===== src/sv/skle_popcount.sv =====
// Balanced adder tree that counts the set bits of a vector.
// Depends on nothing.
module skle_popcount #(
	parameter int N = 64
) (
	input  logic [N-1:0]         bits,
	output logic [$clog2(N+1)-1:0] total
);

	localparam int OW = $clog2(N + 1);
	localparam int P  = 1 << $clog2(N);

	logic [OW-1:0] node [1:2*P-1];

	genvar g;
	generate
		for (g = 0; g < P; g++) begin : g_leaf
			if (g < N) begin : g_bit
				assign node[P+g] = {{(OW-1){1'b0}}, bits[g]};
			end else begin : g_pad
				assign node[P+g] = '0;
			end
		end
		for (g = 1; g < P; g++) begin : g_sum
			assign node[g] = node[2*g] + node[2*g+1];
		end
	endgenerate

	assign total = node[1];

endmodule


===== config.mk =====
export PLATFORM = sky130hd
export DESIGN_NAME = skle_popcount
export DESIGN_NICKNAME = d
export VERILOG_FILES = /design/src/sv/skle_popcount.sv
export SDC_FILE = /design/constraint.sdc
export NUM_CORES = 1
export LEC_CHECK = 0
export ABC_AREA = 1
export BUFFER_PORTS_ARGS = -buffer_cell sky130_fd_sc_hd__buf_2
export CORE_ASPECT_RATIO = 1.2
export CORE_UTILIZATION = 25
export DETAILED_ROUTE_END_ITERATION = 10
export PLACE_DENSITY_LB_ADDON = 0.08
export SLEW_MARGIN = 0
export SYNTH_ARGS = -nofsm -noshare
export SYNTH_HDL_FRONTEND = slang
export SYNTH_SLANG_ARGS = --single-unit

===== constraint.sdc =====
create_clock -name vclk -period 7.5
set_clock_uncertainty 0.2 [all_clocks]
set_input_delay 0.375 -clock vclk [all_inputs]
set_output_delay 0.375 -clock vclk [all_outputs]
set_load 0.005 [all_outputs]

# Word-level counts from Yosys, hierarchy flattened
# Index checks and enable logic that the tools add are counted.
[word_totals]
out_inout_bits = 7
ff_bits = 0
inputBits = 64
wordCells = 63
[classes]
n_addsub = 63
[op_table]
columns = ["operator", "n"]
rows = [
  ["7-bit adder", 31],
  ["1-bit by 1-bit adder with 2-bit output", 32],
]

# Logic depth before layout (Yosys ltp)
# Gate-level depths: netlist of the first run.
[depth]
depth_word = 6
ltp_mapped = 22
ltp_nobuf = 22

# Worst setup path before layout of the first run
# OpenSTA, ideal clock, no wires.
[synth_path]
kind = "input-to-output"
from = "in bits[62]"
to = "out total[5]"
path_buffers = 0
required_time_ns = 6.925
setup_slack_ns = 1.676
arrival_ns = 5.249
cell_stages = 22
cell_sequence = "ha_1 > inv_1 > fa_1 > fa_1 > fa_1 > inv_1 > fa_1 > inv_1 > fa_1 > inv_1 > fa_1 > inv_1 > fa_1 > inv_1 > ha_1 > inv_1 > fa_1 > inv_1 > nand2_1 > nand2_1 > nand3_1 > nand2_1"
[synth_via]
elab_chain_cells = 6
[synth_lines]
columns = ["element", "line_no", "source"]
rows = [
  ["from (decl)", "6", "input logic [N-1:0] bits,"],
  ["1-bit by 1-bit adder with 2-bit output", "25", "assign node[g] = node[2*g] + node[2*g+1];"],
  ["7-bit adder (5 in a row)", "25", ""],
  ["to (decl)", "7", "output logic [$clog2(N+1)-1:0] total"],
]
# Every way passes these cells.

# Worst setup path after layout of the first run
# Ends and elaborated chain as after synthesis.

==> results of run 1 <==
final cells by class:
class,count,area [um^2]
fillers,942,5903
inverters,109,409.1
multi-input cells,126,1843
well taps,117,146.4
repair buffers,71,355.3
per-layer routing:
metal	GRT usage [%]	vias up
li1	-	791
met1	11.95	722
met2	17.09	34
met3	0.07764	0
met4	0	0
met5	0	-
cell usage after synthesis:
cell type,n
inv_1,108
nand2_1,10
ha_1,43
fa_1,60
nand3_1,7
xnor2_1,1
a21oi_1,3
nor2_1,2
inv_2,1
worst paths after layout:
check | start | endpoint | slack (ps) | cells after the start
min | bits[55] | total[0] | 950 | 4
max | bits[62] | total[5] | 1340 | 24
cell families (layout without fill, tap and decap cells):
logic type,count (synthesis),count (layout),synth area share [%]
buffers and inverters,109,180,18.17
adder cells (fa/ha/maj),103,103,77.22
AND/OR/NAND/NOR,19,19,3.556
AO/OA/AOI/OAI,3,3,0.6665
XOR/XNOR,1,1,0.3890
metrics by stage:
| stage | setup WS [ps] | hold slack [ps] | std cells |
|---|---|---|---|
| global placement | 1286 | 952.7 | 423 |
| global route | 1070 | 979.8 | 423 |
| detailed placement | 1259 | 946.6 | 423 |
| CTS | 1261 | 954.7 | 423 |
| floorplan | 1676 | 768.8 | 235 |
| finish | 1335 | 948.3 | 423 |
placed cells by master, fill, tap and decap left out:
| master | instances |
|---|---|
| a21oi_1 | 3 |
| buf_2 | 71 |
| fa_1 | 60 |
| ha_1 | 43 |
| inv_1 | 108 |
| inv_2 | 1 |
| nand2_1 | 10 |
| nand3_1 | 7 |
| nor2_1 | 2 |
| xnor2_1 | 1 |
==> impl_metrics.tcl, run 1 <==
set metrics [dict create \
    yosysTopAreaCell "fa_1" \
    cts_hold_buffers 0 \
    synthDistinctLibCells 9 \
    clock.fmax_mhz 162.2 \
    arrival_ps 5590 \
    post-route-min-period_ps 6165 \
    synth.top_cell.area_share_pct 53.33 \
    tns_ps 0 \
    crit_family "adder cells" \
    antenna_cells 0 \
    io_pins 71 \
    drcViolationCount 0 \
    period_share_pct 82.20 \
    yosys_warnings 0 \
    end_kind "output port" \
    placementRows 37 \
    vias 1547 \
    hold_class "in -> out" \
    drive_gt1_share_pct 23.53 \
    drv_slew 0 \
    start_util_pct 26.02 \
    cp_data_required_time_ps 6920 \
    io_buffer_count 71 \
    die_h_um 106.0 \
    postRouteAntennaNets 0 \
    seq_cells 0 \
    grt_pass1_vias 1658 \
    core-area_um2 8657 \
    relSlewSlack_pct 84.70 \
    nNetsFinal 475 \
    cts_resized 0 \
    crit_type "in -> out" \
    die_w_um 88.65 \
    grt_pass1_wl_um 6824 \
    final-setup-viol-count 0 \
    drt_wl_total_um 3787 \
    post_cts_buffers 0 \
    slowest_delay_ps 550 \
    first_pass_iters 2 \
    fin_area_um2 2754 \
    fp.dieArea_um2 9394 \
    cp_slowest_cell "fa_1" \
    rsz0062_at_grt "false" \
    cp_cell_sequence "buf_2 -> ha_1 -> inv_1 -> fa_1 -> fa_1 -> fa_1 -> inv_1 -> fa_1 -> inv_1 -> fa_1 -> inv_1 -> fa_1 -> inv_1 -> fa_1 -> inv_1 -> ha_1 -> inv_1 -> fa_1 -> inv_1 -> nand2_1 -> nand2_1 -> nand3_1 -> nand2_1 -> buf_2" \
    worst_pin_slew_ps 229.5 \
    grt_max_degree 7 \
    crit_fanout 3 \
    synth_area_leaders "fa_1, ha_1, inv_1" \
    finalCoreUtilization_pct 31.81 \
    dp_hpwl_um 3917 \
    grt_antenna_before_repair 0 \
    seq_area_frac_synth_pct 0 \
    wirelength_met1_um 1624 \
    placed_area_um2 2754 \
    drt_iter0_drc 8 \
    status "finished, final reports clean" \
    met3_wirelength_um 104 \
    ff_latch_area_um2 0 \
    routedWlPerCell_um 8.953 \
    grt_usage_pct 8.980 \
    vias_per_cell 3.657 \
    gp_congestion 0.6679 \
    nClkBuffers 0 \
    syn_area_um2 2252 \
    wl_met2_um 2058 \
    start_kind "primary input" \
    routed.top_layer "met3" \
    syn_avg_cell_area_um2 9.584 \
    grt-ovfl-total 0 \
    drv_cap 0 \
    path_buf_inv 10 \
    hold_violations 0 \
    netlist_instances 235 \
    syn_to_final_growth_pct 22.28 \
    synth_fp_nets 402 \
]
Power of run 1 is left out: the tool's default activity adds up to more than one toggle a clock period on the data nets, which glitch-free logic cannot reach.
==> inputs of run 2 (changes only) <==
- ABC_AREA: 1 -> 0
- clock period: 7.5 -> 6.2 ns (I/O delays scaled with it)
==> impl_metrics.tcl, run 2 <==
set metrics [dict create \
    yosysTopAreaCell "fa_1" \
    vias_per_cell 3.676 \
    netlist_instances 218 \
    die_h_um 104.9 \
    hold_start "bits[55]" \
    drt_wl_total_um 3591 \
    ff_latch_area_um2 0 \
    grt_max_degree 5 \
    drcViolationCount 0 \
    seq_area_frac_synth_pct 0 \
    vias 1500 \
    layout_commonest_cell "inv_1" \
    crit_type "in -> out" \
    relSlewSlack_pct 85.25 \
    end_kind "output port" \
    yosys.area_share.simple_pct 0.9648 \
    hold_slack_ps 815.9 \
    drv_slew 0 \
    nClkBuffers 0 \
    syn_to_final_growth_pct 24.63 \
    start_kind "primary input" \
    grt_usage_pct 8.333 \
    placed_area_um2 2714 \
    io_buffer_count 71 \
    synth_top_family_by_area "adder cells" \
    synth-compound-area-share_pct 1.589 \
    period_share_pct 96.34 \
    seq_cells 0 \
    multi_input_area_um2 1848 \
    antenna_cells 0 \
    synth.top_cell.area_share_pct 54.48 \
    synthTopCellsByCount "inv_1, fa_1, ha_1" \
    dp_hpwl_um 3735 \
    drv_cap 0 \
    grt_pass1_vias 1609 \
    tns_ps 0 \
    syn_area_um2 2205 \
    cts_hold_buffers 0 \
    grt_pass1_wl_um 6251 \
    yosys_warnings 0 \
    core-area_um2 8564 \
    clock.fmax_mhz 167.4 \
    grt-ovfl-total 0 \
    synth_xor_xnor_area_share_pct 1.192 \
    finalCoreUtilization_pct 32.08 \
    gp_congestion 0.6443 \
    status "finished, final reports clean" \
    yosysMostFrequentCell "inv_1" \
    first_pass_iters 2 \
    worst_pin_slew_ps 221.3 \
    final_cell_mix "inv_1, buf_2, fa_1, ha_1, fa_2" \
    post-route-min-period_ps 5973 \
    fp.dieArea_um2 9200 \
    placementRows 37 \
    final-setup-viol-count 0 \
    syn_avg_cell_area_um2 10.11 \
    postRouteAntennaNets 0 \
    cp_data_required_time_ps 5690 \
    arrival_ps 5460 \
    nFillCells 928 \
    hold_violations 0 \
    die_w_um 87.73 \
    crit_fanout 2 \
    synth_fp_nets 385 \
    nNetsFinal 460 \
    synth_area_leaders "fa_1, ha_1, inv_1" \
    drt_iter0_drc 5 \
    start_util_pct 25.74 \
    muxShareOfSynthArea_pct 0 \
    drive_gt1_share_pct 28.87 \
    grt_antenna_before_repair 0 \
    crit_path_start "bits[16]" \
    routedWlPerCell_um 8.801 \
    synthDistinctLibCells 11 \
    io_pins 71 \
    synth_fa_ha_area_share_pct 78.89 \
    fin_area_um2 2748 \
    hold_class "in -> out" \
]
[run 2: critical path, stage by stage]
cell and delay (ps):
buf_2 100, ha_1 310, fa_1 540, inv_1 50, fa_1 450, fa_1 500
inv_1 60, fa_2 360, fa_1 540, inv_1 60, fa_1 510, fa_1 480
inv_1 70, ha_2 170, inv_1 60, fa_2 350, nand2b_4 150, a21oi_2 140
xor2_1 140, buf_2 120
[run 2: through the flow]
stage / setup WS [ps] / std cells
2_1_floorplan: 362.2 / 218
3_3_place_gp: 46.97 / 407
3_5_place_dp: 43.82 / 407
4_1_cts: 27.76 / 407
5_1_grt: -2.737 / 408
6_report: 226.7 / 408
[run 2: layer usage]
metal,GRT usage [%],vias to the layer above,routed length [um]
li1,-,749,-
met1,10.19,717,1463
met2,16.78,34,2020
met3,0.07899,0,108
met4,0,0,0
met5,0,-,0
[run 2: cell type report]
cell class	count	share of cell area (%)
inverters	102	13.93
multi-input cells	116	67.26
well taps	117	5.328
repair buffers	73	13.48
[run 2: final timing paths]
check  cells past startpoint  slack [ps]       end
max                       20         230  total[5]
min                        4         820  total[0]
[run 2: logic make-up after synthesis]
kind of cell | Yosys count
XOR/XNOR | 3
buffers and inverters | 102
AND/OR/NAND/NOR | 5
AO/OA/AOI/OAI | 5
adder cells (fa/ha/maj) | 103
[run 2: timing repair]
item                       CTS  global route
setup endpoints to repair    0             2
resized for setup            0            10
hold endpoints to repair     0             0
buffers inserted             0             1
Power of run 2 is left out for the same reason.
==> inputs of run 3 (changes only) <==
- CELL_PAD_IN_SITES_DETAIL_PLACEMENT: unset -> 1
- CELL_PAD_IN_SITES_GLOBAL_PLACEMENT: unset -> 1
- PLACE_DENSITY_LB_ADDON: 0.08 -> 0.25
- clock period: 6.2 -> 6.1 ns (I/O delays scaled with it)
==> impl_metrics.tcl, run 3 (synthesis results as in run 2) <==
set metrics [dict create \
    status "finished, final reports clean" \
    start_kind "primary input" \
    nClkBuffers 0 \
    hold_class "in -> out" \
    die_w_um 87.73 \
    gp_congestion 0.6775 \
    cp_common_cell "fa_1" \
    cp_slowest_cell "fa_1" \
    placementRows 37 \
    path_buf_inv 8 \
    drive_gt1_share_pct 32.53 \
    layout_commonest_cell "inv_1" \
    arrival_ps 5400 \
    nFillCells 1033 \
    antenna_cells 0 \
    grt_antenna_before_repair 0 \
    post-route-min-period_ps 5903 \
    hold_violations 0 \
    slowest_delay_ps 560 \
    core-area_um2 8564 \
    crit_family "adder cells" \
    vias 1543 \
    drv_slew 0 \
    grt_pass1_vias 1765 \
    start_util_pct 25.74 \
    multi_input_area_um2 1911 \
    final-setup-viol-count 0 \
    crit_fanout 2 \
    drcViolationCount 0 \
    cp_cell_sequence "buf_2 -> ha_1 -> inv_1 -> fa_1 -> fa_1 -> fa_1 -> inv_1 -> fa_1 -> inv_1 -> fa_1 -> fa_1 -> fa_1 -> inv_2 -> ha_4 -> buf_4 -> buf_4 -> a211o_1 -> o21ai_2 -> xnor2_1 -> buf_2" \
    drv_cap 0 \
    final_cell_mix "inv_1, buf_2, fa_1, ha_1, inv_2" \
    worst_pin_slew_ps 223.4 \
    drt_iter0_drc 9 \
    clock.fmax_mhz 169.4 \
    ff_latch_area_um2 0 \
    end_kind "output port" \
    seq_cells 0 \
    io_buffer_count 71 \
    grt_pass1_wl_um 7224 \
    period_share_pct 96.77 \
    nNetsFinal 461 \
    fin_area_um2 2818 \
    io_pins 71 \
    vias_per_cell 3.773 \
    cp_data_required_time_ps 5590 \
    crit_type "in -> out" \
    postRouteAntennaNets 0 \
    grt_max_degree 5 \
    relSlewSlack_pct 85.10 \
    placed_area_um2 2721 \
    drt_wl_total_um 3986 \
    routedWlPerCell_um 9.746 \
    first_pass_iters 2 \
    grt-ovfl-total 0 \
    dp_hpwl_um 4081 \
    die_h_um 104.9 \
    tns_ps 0 \
    fp.dieArea_um2 9200 \
    grt_usage_pct 9.678 \
    syn_to_final_growth_pct 27.81 \
]
==> run 3: changes by cell type in the layout (fill, tap and decap cells not counted), moves of 4 or more <==
cell   delta
inv_1     -5
inv_2     +5
ha_1      -4
ha_4      +5
==> run 3: worst paths after layout <==
check	startpoint	endpoint	slack [ps]	cells after the start
hold / removal	bits[55]	total[0]	800	4
setup / recovery	bits[32]	total[4]	200	20
==> run 3: per-stage QoR <==
stage / std cells / worst slack [ps] / hold WS [ps] / utilization (%)
3_3_place_gp: 408 / -26.51 / 805.1 / 31.78
4_1_cts: 409 / 12.69 / 810.6 / 32.08
5_1_grt: 409 / -8.613 / 849.4 / 32.90
6_report: 409 / 197.3 / 804.5 / 32.90
2_1_floorplan: 218 / 272.2 / 628.8 / -
3_5_place_dp: 408 / -146.2 / 810.0 / 31.78
==> run 3: routing by layer <==
metal,routed length [um],GRT usage [%],share of wire [%]
met1,1564,11.73,39
met2,2307,19.66,58
met3,114,0,2.9
met4,0,0,0
met5,0,0,0
==> run 3: layout make-up <==
type / instances / area share, %
well taps: 117 / 5.195
inverters: 102 / 13.59
repair buffers: 74 / 13.41
multi-input cells: 116 / 67.81
==> run 3: what timing repair did <==
action | 4_1_cts | 5_1_grt
resized for setup | 6 | 15
setup buffers | 1 | 0
endpoints found under the setup margin | 1 | 4
pin swaps | 9 | 20
hold buffers | 0 | 0
Power of run 3 is left out for the same reason.
