$ cat src/sv/skle_pkg.sv
// Types and codes shared by the sorted key list engine and its cells.
// No dependencies.
package skle_pkg;

	localparam int KEY_W    = 32;
	localparam int CMD_W    = 3;
	localparam int POS_W    = 6;
	localparam int STATUS_W = 2;
	localparam int CNT_OUT_W = 7;

	typedef logic signed [KEY_W-1:0] key_t;
	typedef logic [CMD_W-1:0]        cmd_t;
	typedef logic [STATUS_W-1:0]     status_t;

	localparam cmd_t CMD_INSERT = 3'd0;
	localparam cmd_t CMD_DELETE = 3'd1;
	localparam cmd_t CMD_COUNT  = 3'd2;
	localparam cmd_t CMD_CLEAR  = 3'd3;
	localparam cmd_t CMD_READ   = 3'd4;

	localparam status_t ST_OK        = 2'd0;
	localparam status_t ST_NOT_FOUND = 2'd1;
	localparam status_t ST_FULL      = 2'd2;
	localparam status_t ST_RANGE     = 2'd3;

	// Broadcast from the control to every cell for the command in flight.
	typedef struct packed {
		logic             ins_en;
		logic             del_en;
		key_t             key;
		logic [POS_W-1:0] pos;
	} skle_ctl_t;

	// Per-cell compare results.
	typedef struct packed {
		logic ge;        // occupied and stored key >= command key
		logic first_eq;  // first occupied key >= command key, and equal to it
		logic match;     // occupied and equal to command key
	} skle_flags_t;

endpackage

$ cat src/sv/skle_cell.sv
// One slot of the sorted key row: holds a key, compares it with the broadcast
// key and shifts left or right with its neighbors. Depends on skle_pkg.
module skle_cell
	import skle_pkg::*;
#(
	parameter int INDEX = 0,
	parameter int CW    = 7
) (
	input  logic          clk,
	input  skle_ctl_t     ctl,
	input  logic [CW-1:0] count,
	input  key_t          left_key,
	input  logic          left_ge,
	input  key_t          right_key,
	output key_t          key_o,
	output skle_flags_t   flags,
	output key_t          rd_key
);

	localparam int XW = (CW > POS_W) ? CW : POS_W;

	key_t key_q;
	logic occupied;
	logic at_count;
	logic selected;

	assign occupied = CW'(INDEX) < count;
	assign at_count = CW'(INDEX) == count;
	assign selected = occupied && (XW'(ctl.pos) == XW'(INDEX));

	assign flags.ge       = occupied && (key_q >= ctl.key);
	assign flags.match    = occupied && (key_q == ctl.key);
	assign flags.first_eq = flags.match && !left_ge;

	assign key_o  = key_q;
	assign rd_key = selected ? key_q : '0;

	// On insert, every cell past the insertion point takes its left
	// neighbor, and the cell at the insertion point takes the new key.
	always_ff @(posedge clk) begin
		if (ctl.ins_en) begin
			if (left_ge) begin
				key_q <= left_key;
			end else if (flags.ge || at_count) begin
				key_q <= ctl.key;
			end
		end else if (ctl.del_en && flags.ge) begin
			key_q <= right_key;
		end
	end

endmodule

$ cat config.mk
export PLATFORM = sky130hd
export DESIGN_NAME = skle_cell
export DESIGN_NICKNAME = d
export VERILOG_FILES = /design/src/sv/skle_pkg.sv /design/src/sv/skle_cell.sv
export SDC_FILE = /design/constraint.sdc
export NUM_CORES = 1
export LEC_CHECK = 0
export BUFFER_PORTS_ARGS = -buffer_cell sky130_fd_sc_hd__buf_2
export CORE_MARGIN = 10
export CORE_UTILIZATION = 40
export CTS_BUF_LIST = sky130_fd_sc_hd__clkbuf_4
export CTS_CLUSTER_SIZE = 30
export DETAILED_ROUTE_END_ITERATION = 10
export GPL_TIMING_DRIVEN = 0
export PLACE_DENSITY_LB_ADDON = 0.25
export SLEW_MARGIN = 20
export SYNTH_ARGS = -nofsm -noshare
export SYNTH_HDL_FRONTEND = slang
export SYNTH_SLANG_ARGS = --single-unit
$ cat constraint.sdc
create_clock -name clk -period 5.7 [get_ports clk]
set_input_delay 0.285 -clock clk [delete_from_list [all_inputs] [get_ports clk]]
set_output_delay 0.285 -clock clk [all_outputs]
set_load 0.1 [all_outputs]
== Word-level counts from Yosys, hierarchy flattened ==
Index checks and enable logic that the tools add are counted.
Word-level totals
  logic and storage cells: 21
  bits of input ports: 113
  register bits: 32
  output and inout bits: 67
Operators by class
  reduce and logical (&&, ||, !) cells: 11
  mux-type cells: 5
  $lt $le $gt $ge: 2
  equality and inequality tests: 2
Operators with widths (number)
  $mux W32: 5
  $eq A32 B32 Y1: 1
  $ge A32 B32 Y1: 1
  $logic_not A7 Y1: 1
  $lt A1 B7 Y1 const A: 1
  $logic_not A6 Y1: 1
  $logic_and A1 B1 Y1: 5
  $ne A3 B1 Y1 const B: 1
  $reduce_and A2 Y1: 1
  $reduce_bool A2 Y1: 1
  $logic_not A1 Y1: 1
  $logic_or A1 B1 Y1: 1

== Longest topological paths before layout ==
Gate-level depths: netlist (run 1).
  depth after elaboration: 6
  gate-level depth with buffers: 9
  depth with buffers taken out: 9

== Least setup slack after synthesis (run 1) ==
No wires, ideal clock.
  kind: register -> output
  from: register key_q[14] (netlist: key_o[14])
  to: output port flags[2] in the netlist's numbering
  path slack: 1559 ps
  required time: 5415 ps
  cell stages (with the launch flop): 9
  arrival time: 3856 ps
  cell sequence: edfxtp_1 -> ha_1 -> a21oi_1 -> nand2_1 -> a221o_1 -> o311a_1 -> nor3_1 -> nor2_1 -> o21bai_1
RTL lines
  from (decl): RTL line skle_cell.sv:22  | key_t key_q;
  from (signal assigned): RTL line skle_cell.sv:43  | key_q <= left_key;
  from (signal assigned): RTL line skle_cell.sv:45  | key_q <= ctl.key;
  from (signal assigned): RTL line skle_cell.sv:48  | key_q <= right_key;
  to (decl): RTL line skle_cell.sv:16  | output skle_flags_t flags,

==> results of run 1 <==
## through the flow
stage	area [sq um]	util	hold slack (ns)	std cells
global placement	3710	0.552	0.601	561
global route	3790	0.564	0.246	569
detailed placement	3740	0.557	0.608	562
CTS	3790	0.564	0.246	569
floorplan	2720	-	0.511	304
finish	3790	0.564	0.261	569
## layer usage
metal / vias to the layer above / global-route usage / wire [um]
met5: - / 0 / 0
met4: 0 / 0.0434 / 134
met3: 12 / 0.0650 / 968
met1: 1249 / 0.186 / 3750
li1: 1435 / - / -
met2: 115 / 0.291 / 4460
## critical path, delay by kind of cell (launching register included)
kind                     cells  cell delay [ns]
AO/OA/AOI/OAI                4             0.75
AND/OR/NAND/NOR              3             0.70
buffers and inverters        1             0.45
flip-flops                   1             0.42
adder cells (fa/ha/maj)      1             0.34
## area by class of cell
type	count	area share
Clock inverter	1	0.00132
Clock buffer	6	0.0119
Buffer	15	0.0158
Tap cell	80	0.0264
Inverter	32	0.0317
Sequential cell	32	0.253
Multi-Input combinational cell	225	0.418
Timing Repair Buffer	178	0.241
## cells in the mapped netlist (3+ instances only)
cell and n:
clkbuf_1 10, ha_1 32, nand2_1 9, buf_2 3, nand3_1 4, inv_1 32, a21oi_1 45, mux2i_1 32
edfxtp_1 32, nor3_1 3, o21ai_0 3, nand4_1 6, and2_1 32, nor2_1 38
## layout by cell type, fill, tap and decap left out, types with 2 or more instances in the layout
master	n
nor3_1	3
nor2b_1	2
nand4_1	6
buf_1	2
nor4_1	2
and2_1	32
o211ai_1	2
clkbuf_1	10
clkbuf_4	6
o21ai_0	3
nor2_1	38
inv_1	32
buf_2	180
mux2i_1	32
or4_1	2
nand2_1	9
nand3_1	3
ha_1	32
edfxtp_1	32
a21oi_1	45
## power by group through the flow
stage / registers, W / logic (W) / clock network (W)
floorplan: 0.000617 / 0.000169 / 0
global placement: 0.000350 / 0.000563 / 0
detailed placement: 0.000349 / 0.000581 / 0
CTS: 0.000344 / 0.000582 / 0.000136
global route: 0.000349 / 0.000614 / 0.000146
finish: 0.000343 / 0.000576 / 0.000133
## logic make-up (layout without fill, tap and decap cells)
kind of cell | count (synthesis) | in the layout | share of synthesized area
AO/OA/AOI/OAI | 60 | 60 | 0.123
adder cells (fa/ha/maj) | 32 | 32 | 0.147
buffers and inverters | 47 | 232 | 0.0662
flip-flops | 32 | 32 | 0.353
multiplexers | 32 | 32 | 0.118
AND/OR/NAND/NOR | 101 | 101 | 0.193
## worst max-delay path by stage
stage	cells past startpoint	from	slack, ns	endpoint
floorplan	8	key_o[14]	1.56	flags[2]
global placement	10	ctl[20]	1.57	key_o[12]
detailed placement	9	key_o[14]	2.53	key_o[8]
CTS	9	key_o[14]	2.32	flags[2]
global route	9	key_o[14]	2.18	flags[2]
finish	9	key_o[14]	2.43	flags[2]
==> results.json, run 1 <==
{
  "power_frac_clock": 0.126,
  "grt_max_degree": 21,
  "clock_sinks": 32,
  "ctsHoldBuffers": 0,
  "p_int_w": 0.000497,
  "setup_slack_ns": 2.43,
  "total_power_w": 0.00105,
  "drv_cap": 0,
  "p_leak_nw": 2.06,
  "cts_setup_buffers": 0,
  "combPwrFrac": 0.548,
  "seqPwrFrac": 0.326,
  "num_vias": 2811,
  "yosysWarnings": 0,
  "cts_buffer_depth": 2,
  "nets": 634,
  "p_switching_w": 0.000555,
  "syn_area_sq_um": 2720,
  "cts_tree": "built",
  "synth_edf_count": 32,
  "root_buffer": "clkbuf_4",
  "max_stage_delay_ns": 0.47,
  "max-vdd-ir-drop_mv": 0.185,
  "syn-num-nets": 449,
  "seq_area_frac_synth": 0.353,
  "hold_end": "key_o[7]",
  "avgSynthCellArea_sq_um": 8.96,
  "synth.top_cell.area_share": 0.353,
  "ys_ff_latch": 32,
  "cp-start-kind": "register",
  "ios": 180,
  "finalHoldViolCount": 0,
  "n_fill_cell": 654,
  "clock_latency_ns": 0.33,
  "tns_ns": 0,
  "num_rows": 30,
  "netlist_instances": 304,
  "ys.flop_type": "edfxtp_1",
  "p_per_area_nw_per_um2": 278,
  "cp-end-kind": "output port",
  "whs_path_depth": 3,
  "drc": 0,
  "cpMaxStageDelayCell": "nor4_1",
  "critPathArrivalTime_ns": 2.99,
  "fmax_mhz": 306,
  "r2r-end": "key_o[14]",
  "min_period_ns": 3.27,
  "htreeDepth": 2,
  "grt_pass1_vias": 2956,
  "chipWidth_um": 103,
  "final-seq-area_sq_um": 961,
  "reg2reg_slack_ns": 2.62,
  "core-area_sq_um": 6720,
  "drive_above_1_share": 0.389,
  "initial_utilization": 0.405,
  "pre_cts_ws_ns": 2.53,
  "ff2ff_path_depth": 9,
  "grt_first_pass_wirelength_um": 13900,
  "status": "finished, final reports clean",
  "yosys.area.top_type": "edfxtp_1",
  "first_iter_violations": 35,
  "worst_pin_slew_ns": 0.802,
  "wl_per_cell_um": 16.4,
  "slew_headroom": 0.461,
  "synthDistinctLibCells": 32,
  "crit_required_ns": 5.41,
  "globalplace.congestion": 0.783,
  "area_growth_syn_to_layout_pct": 39.2,
  "critPathKind": "register to output port",
  "numPortBuffers": 177,
  "rsz0062_at_grt": "no",
  "grt_use_total": 0.167,
  "clk_pin_slew_ns": 0.11,
  "grt.overflow.total": 0,
  "antenna_cells": 0,
  "routed_wl_um": 9310,
  "die_h_um": 103,
  "setup_viol": 0,
  "largest_register_ffs": 32,
  "multiInputGateArea_sq_um": 1590,
  "worstPathCellList": "ha_1 > nand4_1 > nor4_1 > a21boi_0 > o311a_1 > o21a_1 > nor2_1 > o21bai_1 > buf_2",
  "first_pass_iters": 4,
  "cts_resized": 0,
  "postRouteAntennaNets": 0,
  "cts_buffers": 5,
  "hp-class": "primary input to register",
  "synth_area_leaders": "edfxtp_1 35%, ha_1 15%, mux2i_1 12%",
  "hpwlAfterDp_um": 7900,
  "fin_crit_sh": 0.574,
  "synthArstFlopShare": 0,
  "fin_skew_ns": 0.00811,
  "final_max_slew_viol_count": 0,
  "viasPerCell": 4.94,
  "antenna_found_initial": 0,
  "worstPathMaxFanout": 3,
  "switching_share": 0.528,
  "die_area_sq_um": 10500,
  "min_from": "right_key[7]",
  "r2r_start": "key_o[14]"
}
(Power assumes the default switching activity.)
==> run 2: changes to the inputs <==
==> constraint.sdc (replaced) <==
create_clock -name clk -period 3.35 [get_ports clk]
set_input_delay 0.1675 -clock clk [delete_from_list [all_inputs] [get_ports clk]]
set_output_delay 0.1675 -clock clk [all_outputs]
set_load 0.1 [all_outputs]
==> results.json, run 2 (synthesized netlist as in run 1, its figures left out) <==
{
  "core-area_sq_um": 6720,
  "cp-end-kind": "output port",
  "met1_usage": 0.184,
  "num_rows": 30,
  "first_pass_iters": 4,
  "met2_usage": 0.321,
  "max-vdd-ir-drop_mv": 0.236,
  "ff2ff_path_depth": 8,
  "grt_use_total": 0.173,
  "hp-class": "primary input to register",
  "p_leak_nw": 2.05,
  "min_from": "right_key[17]",
  "critPathKind": "register to output port",
  "worst_pin_slew_ns": 1.05,
  "grt_pass1_vias": 3047,
  "drive_above_1_share": 0.391,
  "clock_sinks": 32,
  "cts_buffers": 5,
  "cts_buffer_depth": 2,
  "globalplace.congestion": 0.816,
  "die_area_sq_um": 10500,
  "layout.cells.non_filler": 569,
  "fin_area_sq_um": 3780,
  "cpMaxStageDelayCell": "nor4_1",
  "n_fill_cell": 666,
  "grt_max_degree": 33,
  "dp_cells": 561,
  "final_cell_mix": "180 x buf_2, 45 x a21oi_1, 38 x nor2_1",
  "initial_utilization": 0.405,
  "grt_first_pass_wirelength_um": 14400,
  "worstPathMaxFanout": 3,
  "r2r_start": "key_o[14]",
  "antenna_cells": 0,
  "busiest_layer": "met2",
  "postRouteAntennaNets": 0,
  "layout_commonest_cell": "buf_2",
  "clock_latency_ns": 0.33,
  "cts_tree": "built",
  "grtUsageMet3": 0.0550,
  "place_area_sq_um": 3730,
  "die_h_um": 103,
  "worstPathCellList": "ha_1 > nand4_1 > nor4_1 > a21boi_0 > o311a_1 > o21a_1 > nor2_1 > o21bai_2 > buf_2",
  "area_growth_syn_to_layout_pct": 39.0,
  "tns_ns": 0,
  "total_power_w": 0.00177,
  "final_max_slew_viol_count": 0,
  "cts_setup_buffers": 0,
  "numPortBuffers": 177,
  "critPathArrivalTime_ns": 2.98,
  "viasPerCell": 4.97,
  "nets": 633,
  "root_buffer": "clkbuf_4",
  "path_delay_family": "compound AO/OA/AOI/OAI gates",
  "fmax_mhz": 318,
  "num_vias": 2830,
  "status": "finished, final reports clean",
  "routed_wl_um": 9470,
  "r2r-end": "key_o[5]",
  "chipWidth_um": 103,
  "first_iter_violations": 61,
  "drc": 0,
  "hpwlAfterDp_um": 7900,
  "htreeDepth": 2,
  "finalHoldViolCount": 0,
  "wl_per_cell_um": 16.6,
  "rsz0062_at_grt": "no",
  "whs_path_depth": 3,
  "ios": 180,
  "fin_crit_sh": 0.940,
  "cp-start-kind": "register",
  "drv_cap": 0,
  "p_per_area_nw_per_um2": 469,
  "fin_skew_ns": 0.00531,
  "path_depth": 9,
  "antenna_found_initial": 0,
  "clk_pin_slew_ns": 0.11,
  "ctsHoldBuffers": 0,
  "grt.overflow.total": 0,
  "crit_required_ns": 3.18,
  "largest_register_ffs": 32,
  "max_stage_delay_ns": 0.48,
  "crit_buf_inv": 1,
  "hold_end": "key_o[17]",
  "min_period_ns": 3.15,
  "slew_headroom": 0.295,
  "cts_resized": 0,
  "setup_viol": 0,
  "reg2reg_slack_ns": 0.26
}
-- run 2: worst max path at each step --
stage          startpoint   endpoint  slack [ns]
2_1_floorplan   key_o[14]   flags[2]       -0.09
3_3_place_gp    key_o[14]  key_o[14]        0.35
3_5_place_dp    key_o[14]  key_o[17]        0.27
4_1_cts         key_o[14]   flags[2]        0.22
5_1_grt         key_o[14]  key_o[16]        0.03
6_report        key_o[14]   flags[2]        0.20
-- run 2: final cells by class --
type / instances / area [sq um] / share of cell area
Multi-Input combinational cell: 225 / 1610 / 0.424
Sequential cell: 32 / 961 / 0.254
Timing Repair Buffer: 177 / 886 / 0.234
Inverter: 32 / 120 / 0.0317
Tap cell: 80 / 100 / 0.0265
Buffer: 15 / 60.1 / 0.0159
Clock buffer: 5 / 37.5 / 0.00992
Clock inverter: 3 / 13.8 / 0.00364
-- run 2: routing by layer --
metal	routed length, um	vias to the layer above	share of wire
met3	938	8	0.099
met2	4710	124	0.50
met1	3710	1260	0.39
li1	-	1438	-
met4	113	0	0.012
met5	0	-	0
-- run 2: worst reg2reg max path, stage by stage (launching register included) --
cell and delay [ns]:
edfxtp_1 0.44, ha_1 0.34, nand4_1 0.15, nor4_1 0.48, a21boi_0 0.28, o311a_1 0.23
nor3_1 0.07, o22ai_1 0.26, nand3_4 0.44
-- run 2: power breakdown --
part	switching [W]	internal, W
clock	0.000144	0.0000771
sequential	0.0000478	0.000537
combinational	0.000757	0.000211
total	0.000949	0.000825
-- run 2: through the flow --
| stage | util | setup slack (ns) | hold WS [ns] |
|---|---|---|---|
| after floorplan | - | -0.0919 | 0.393 |
| after global placement | 0.555 | 0.353 | 0.487 |
| after detailed placement | 0.555 | 0.275 | 0.492 |
| after CTS | 0.563 | 0.221 | 0.134 |
| after global routing | 0.563 | 0.0304 | 0.144 |
| final | 0.563 | 0.202 | 0.149 |
==> run 3: changes to the inputs <==
--- a/config.mk
+++ b/config.mk
@@ -5,6 +5,7 @@
 export SDC_FILE = /design/constraint.sdc
 export NUM_CORES = 1
 export LEC_CHECK = 0
+export ABC_AREA = 1
 export BUFFER_PORTS_ARGS = -buffer_cell sky130_fd_sc_hd__buf_2
 export CORE_MARGIN = 10
 export CORE_UTILIZATION = 40
==> results.json, run 3 <==
{
  "status": "finished, final reports clean",
  "seqPwrFrac": 0.306,
  "tns_ns": 0,
  "die_area_sq_um": 10800,
  "rsz0062_at_grt": "no",
  "synth_edf_count": 32,
  "worstPathCellList": "ha_1 > nand2_1 > nor2_2 > nand2_2 > nor4_4 > nand2_1 > nand2_1 > nand2_1 > a31oi_2 > buf_2",
  "drv_cap": 0,
  "hpwlAfterDp_um": 8580,
  "cts_setup_buffers": 0,
  "combPwrFrac": 0.575,
  "met1_usage": 0.199,
  "synth.top_cell.area_share": 0.343,
  "max-vdd-ir-drop_mv": 0.373,
  "clock_latency_ns": 0.34,
  "wl_per_cell_um": 14.8,
  "drive_above_1_share": 0.338,
  "fin_crit_sh": 0.788,
  "area_growth_syn_to_layout_pct": 39.6,
  "antenna_found_initial": 0,
  "postRouteAntennaNets": 0,
  "critPathMostFrequentCell": "nand2_1",
  "pre_cts_ws_ns": 0.796,
  "core-area_sq_um": 6790,
  "syn_area_sq_um": 2810,
  "num_rows": 30,
  "antenna_cells": 0,
  "synthDistinctLibCells": 23,
  "first_pass_iters": 4,
  "fmax_mhz": 379,
  "grt.overflow.total": 0,
  "seq_area_frac_synth": 0.343,
  "grt_pass1_vias": 3425,
  "syn-num-nets": 546,
  "viasPerCell": 4.68,
  "hp-class": "primary input to register",
  "ys.flop_type": "edfxtp_1",
  "grt_max_degree": 21,
  "grt_use_total": 0.183,
  "yosys.area.top_type": "edfxtp_1",
  "cp-end-kind": "output port",
  "numPortBuffers": 179,
  "routed_wl_um": 10200,
  "ys_ff_latch": 32,
  "power_frac_clock": 0.119,
  "worst_pin_slew_ns": 0.531,
  "grtUsageMet3": 0.0651,
  "layout_commonest_cell": "buf_2",
  "met2_usage": 0.332,
  "first_iter_violations": 123,
  "critPathArrivalTime_ns": 2.47,
  "setup_viol": 0,
  "p_switching_w": 0.00110,
  "synth_area_leaders": "edfxtp_1 34%, ha_1 14%, o21ai_0 12%",
  "switching_share": 0.553,
  "critPathKind": "register to output port",
  "ios": 180,
  "num_vias": 3207,
  "crit_buf_inv": 1,
  "ctsHoldBuffers": 0,
  "p_per_area_nw_per_um2": 510,
  "cpMaxStageDelayCell": "buf_2",
  "p_leak_nw": 2.25,
  "initial_utilization": 0.413,
  "slew_headroom": 0.646,
  "nets": 733,
  "p_int_w": 0.000893,
  "synth.most_common_cell": "nor2_1",
  "cts_tree": "built",
  "max_stage_delay_ns": 0.46,
  "setup_slack_ns": 0.710,
  "worstPathMaxFanout": 4,
  "cts_buffers": 5,
  "path_delay_family": "simple AND/OR/NAND/NOR gates",
  "clock_sinks": 32,
  "finalHoldViolCount": 0,
  "drc": 0,
  "min_period_ns": 2.64,
  "largest_register_ffs": 32,
  "cts_resized": 0,
  "die_h_um": 104,
  "root_buffer": "clkbuf_4",
  "synthArstFlopShare": 0,
  "htreeDepth": 2,
  "crit_required_ns": 3.18,
  "cp-start-kind": "register",
  "grt_first_pass_wirelength_um": 16400,
  "fin_skew_ns": 0.0124,
  "clk_pin_slew_ns": 0.11,
  "yosysWarnings": 0,
  "cts_buffer_depth": 2,
  "chipWidth_um": 104,
  "synth_commonest_cells": "77 x nor2_1, 75 x inv_1, 70 x nand2_1",
  "final_cell_mix": "179 x buf_2, 76 x nor2_1, 75 x inv_1, 69 x nand2_1, 66 x o21ai_0",
  "netlist_instances": 401,
  "globalplace.congestion": 0.809,
  "busiest_layer": "met2",
  "fin_hold_ws_ns": 0.0966,
  "reg2reg_slack_ns": 0.81,
  "final_max_slew_viol_count": 0,
  "avgSynthCellArea_sq_um": 7.00
}
## run 3: cell types whose count changed after synthesis, sizes merged, moves of 31 or more
cell,delta
nand2,+62
nor2,+40
a21oi,-31
inv,+43
o21ai,+64
and2,-32
mux2i,-32
## run 3: tightest hold or removal path, cell delays in order
cell     delay (ns)
buf_2          0.08
nand2_1        0.04
o21ai_0        0.05
## run 3: kinds of logic after synthesis
group                      after synthesis  synth area share
DFF                                     32             0.343
and+or+nand+nor                        162             0.236
buffers and inverters                   90             0.124
AOI/OAI and AO/OA                       85             0.155
adders and majority gates               32             0.143
## run 3: final cells by class
type / count / area [sq um]
clock buffers: 7 / 52.6
flip-flops and latches: 32 / 961
repair buffers: 180 / 923
fillers: 669 / 2880
inverters: 75 / 282
plain buffers: 15 / 67.6
clock inverters: 1 / 3.75
multi-input cells: 279 / 1510
well taps: 96 / 120
## run 3: final timing paths
check                     start         to  cells after the start
hold reg to reg       key_o[31]   key_o[2]                      5
setup / recovery      key_o[31]   flags[2]                     10
hold / removal    right_key[15]  key_o[15]                      3
setup reg to reg      key_o[31]   key_o[5]                     12
## run 3: power groups by stage
stage                     Combinational [W]  Sequential, W  Clock [W]
after global placement              0.00112       0.000622          0
after floorplan                    0.000347        0.00116          0
after CTS                           0.00116       0.000611   0.000243
final                               0.00115       0.000610   0.000238
after global routing                0.00123       0.000625   0.000256
after detailed placement            0.00115       0.000621          0
## run 3: routing by layer
layer	wire length, um	share of wire
met5	0	0
met4	87	0.0086
met3	847	0.083
met2	5050	0.50
met1	4180	0.41
## run 3: stage by stage
stage                     total power [W]  std cells   util  cell area, sq um
after CTS                         0.00201        685  0.576              3920
after detailed placement          0.00177        677  0.568              3860
after floorplan                   0.00150        401      -              2810
after global routing              0.00211        685  0.576              3920
after global placement            0.00174        676  0.564              3830
final                             0.00200        685  0.576              3920
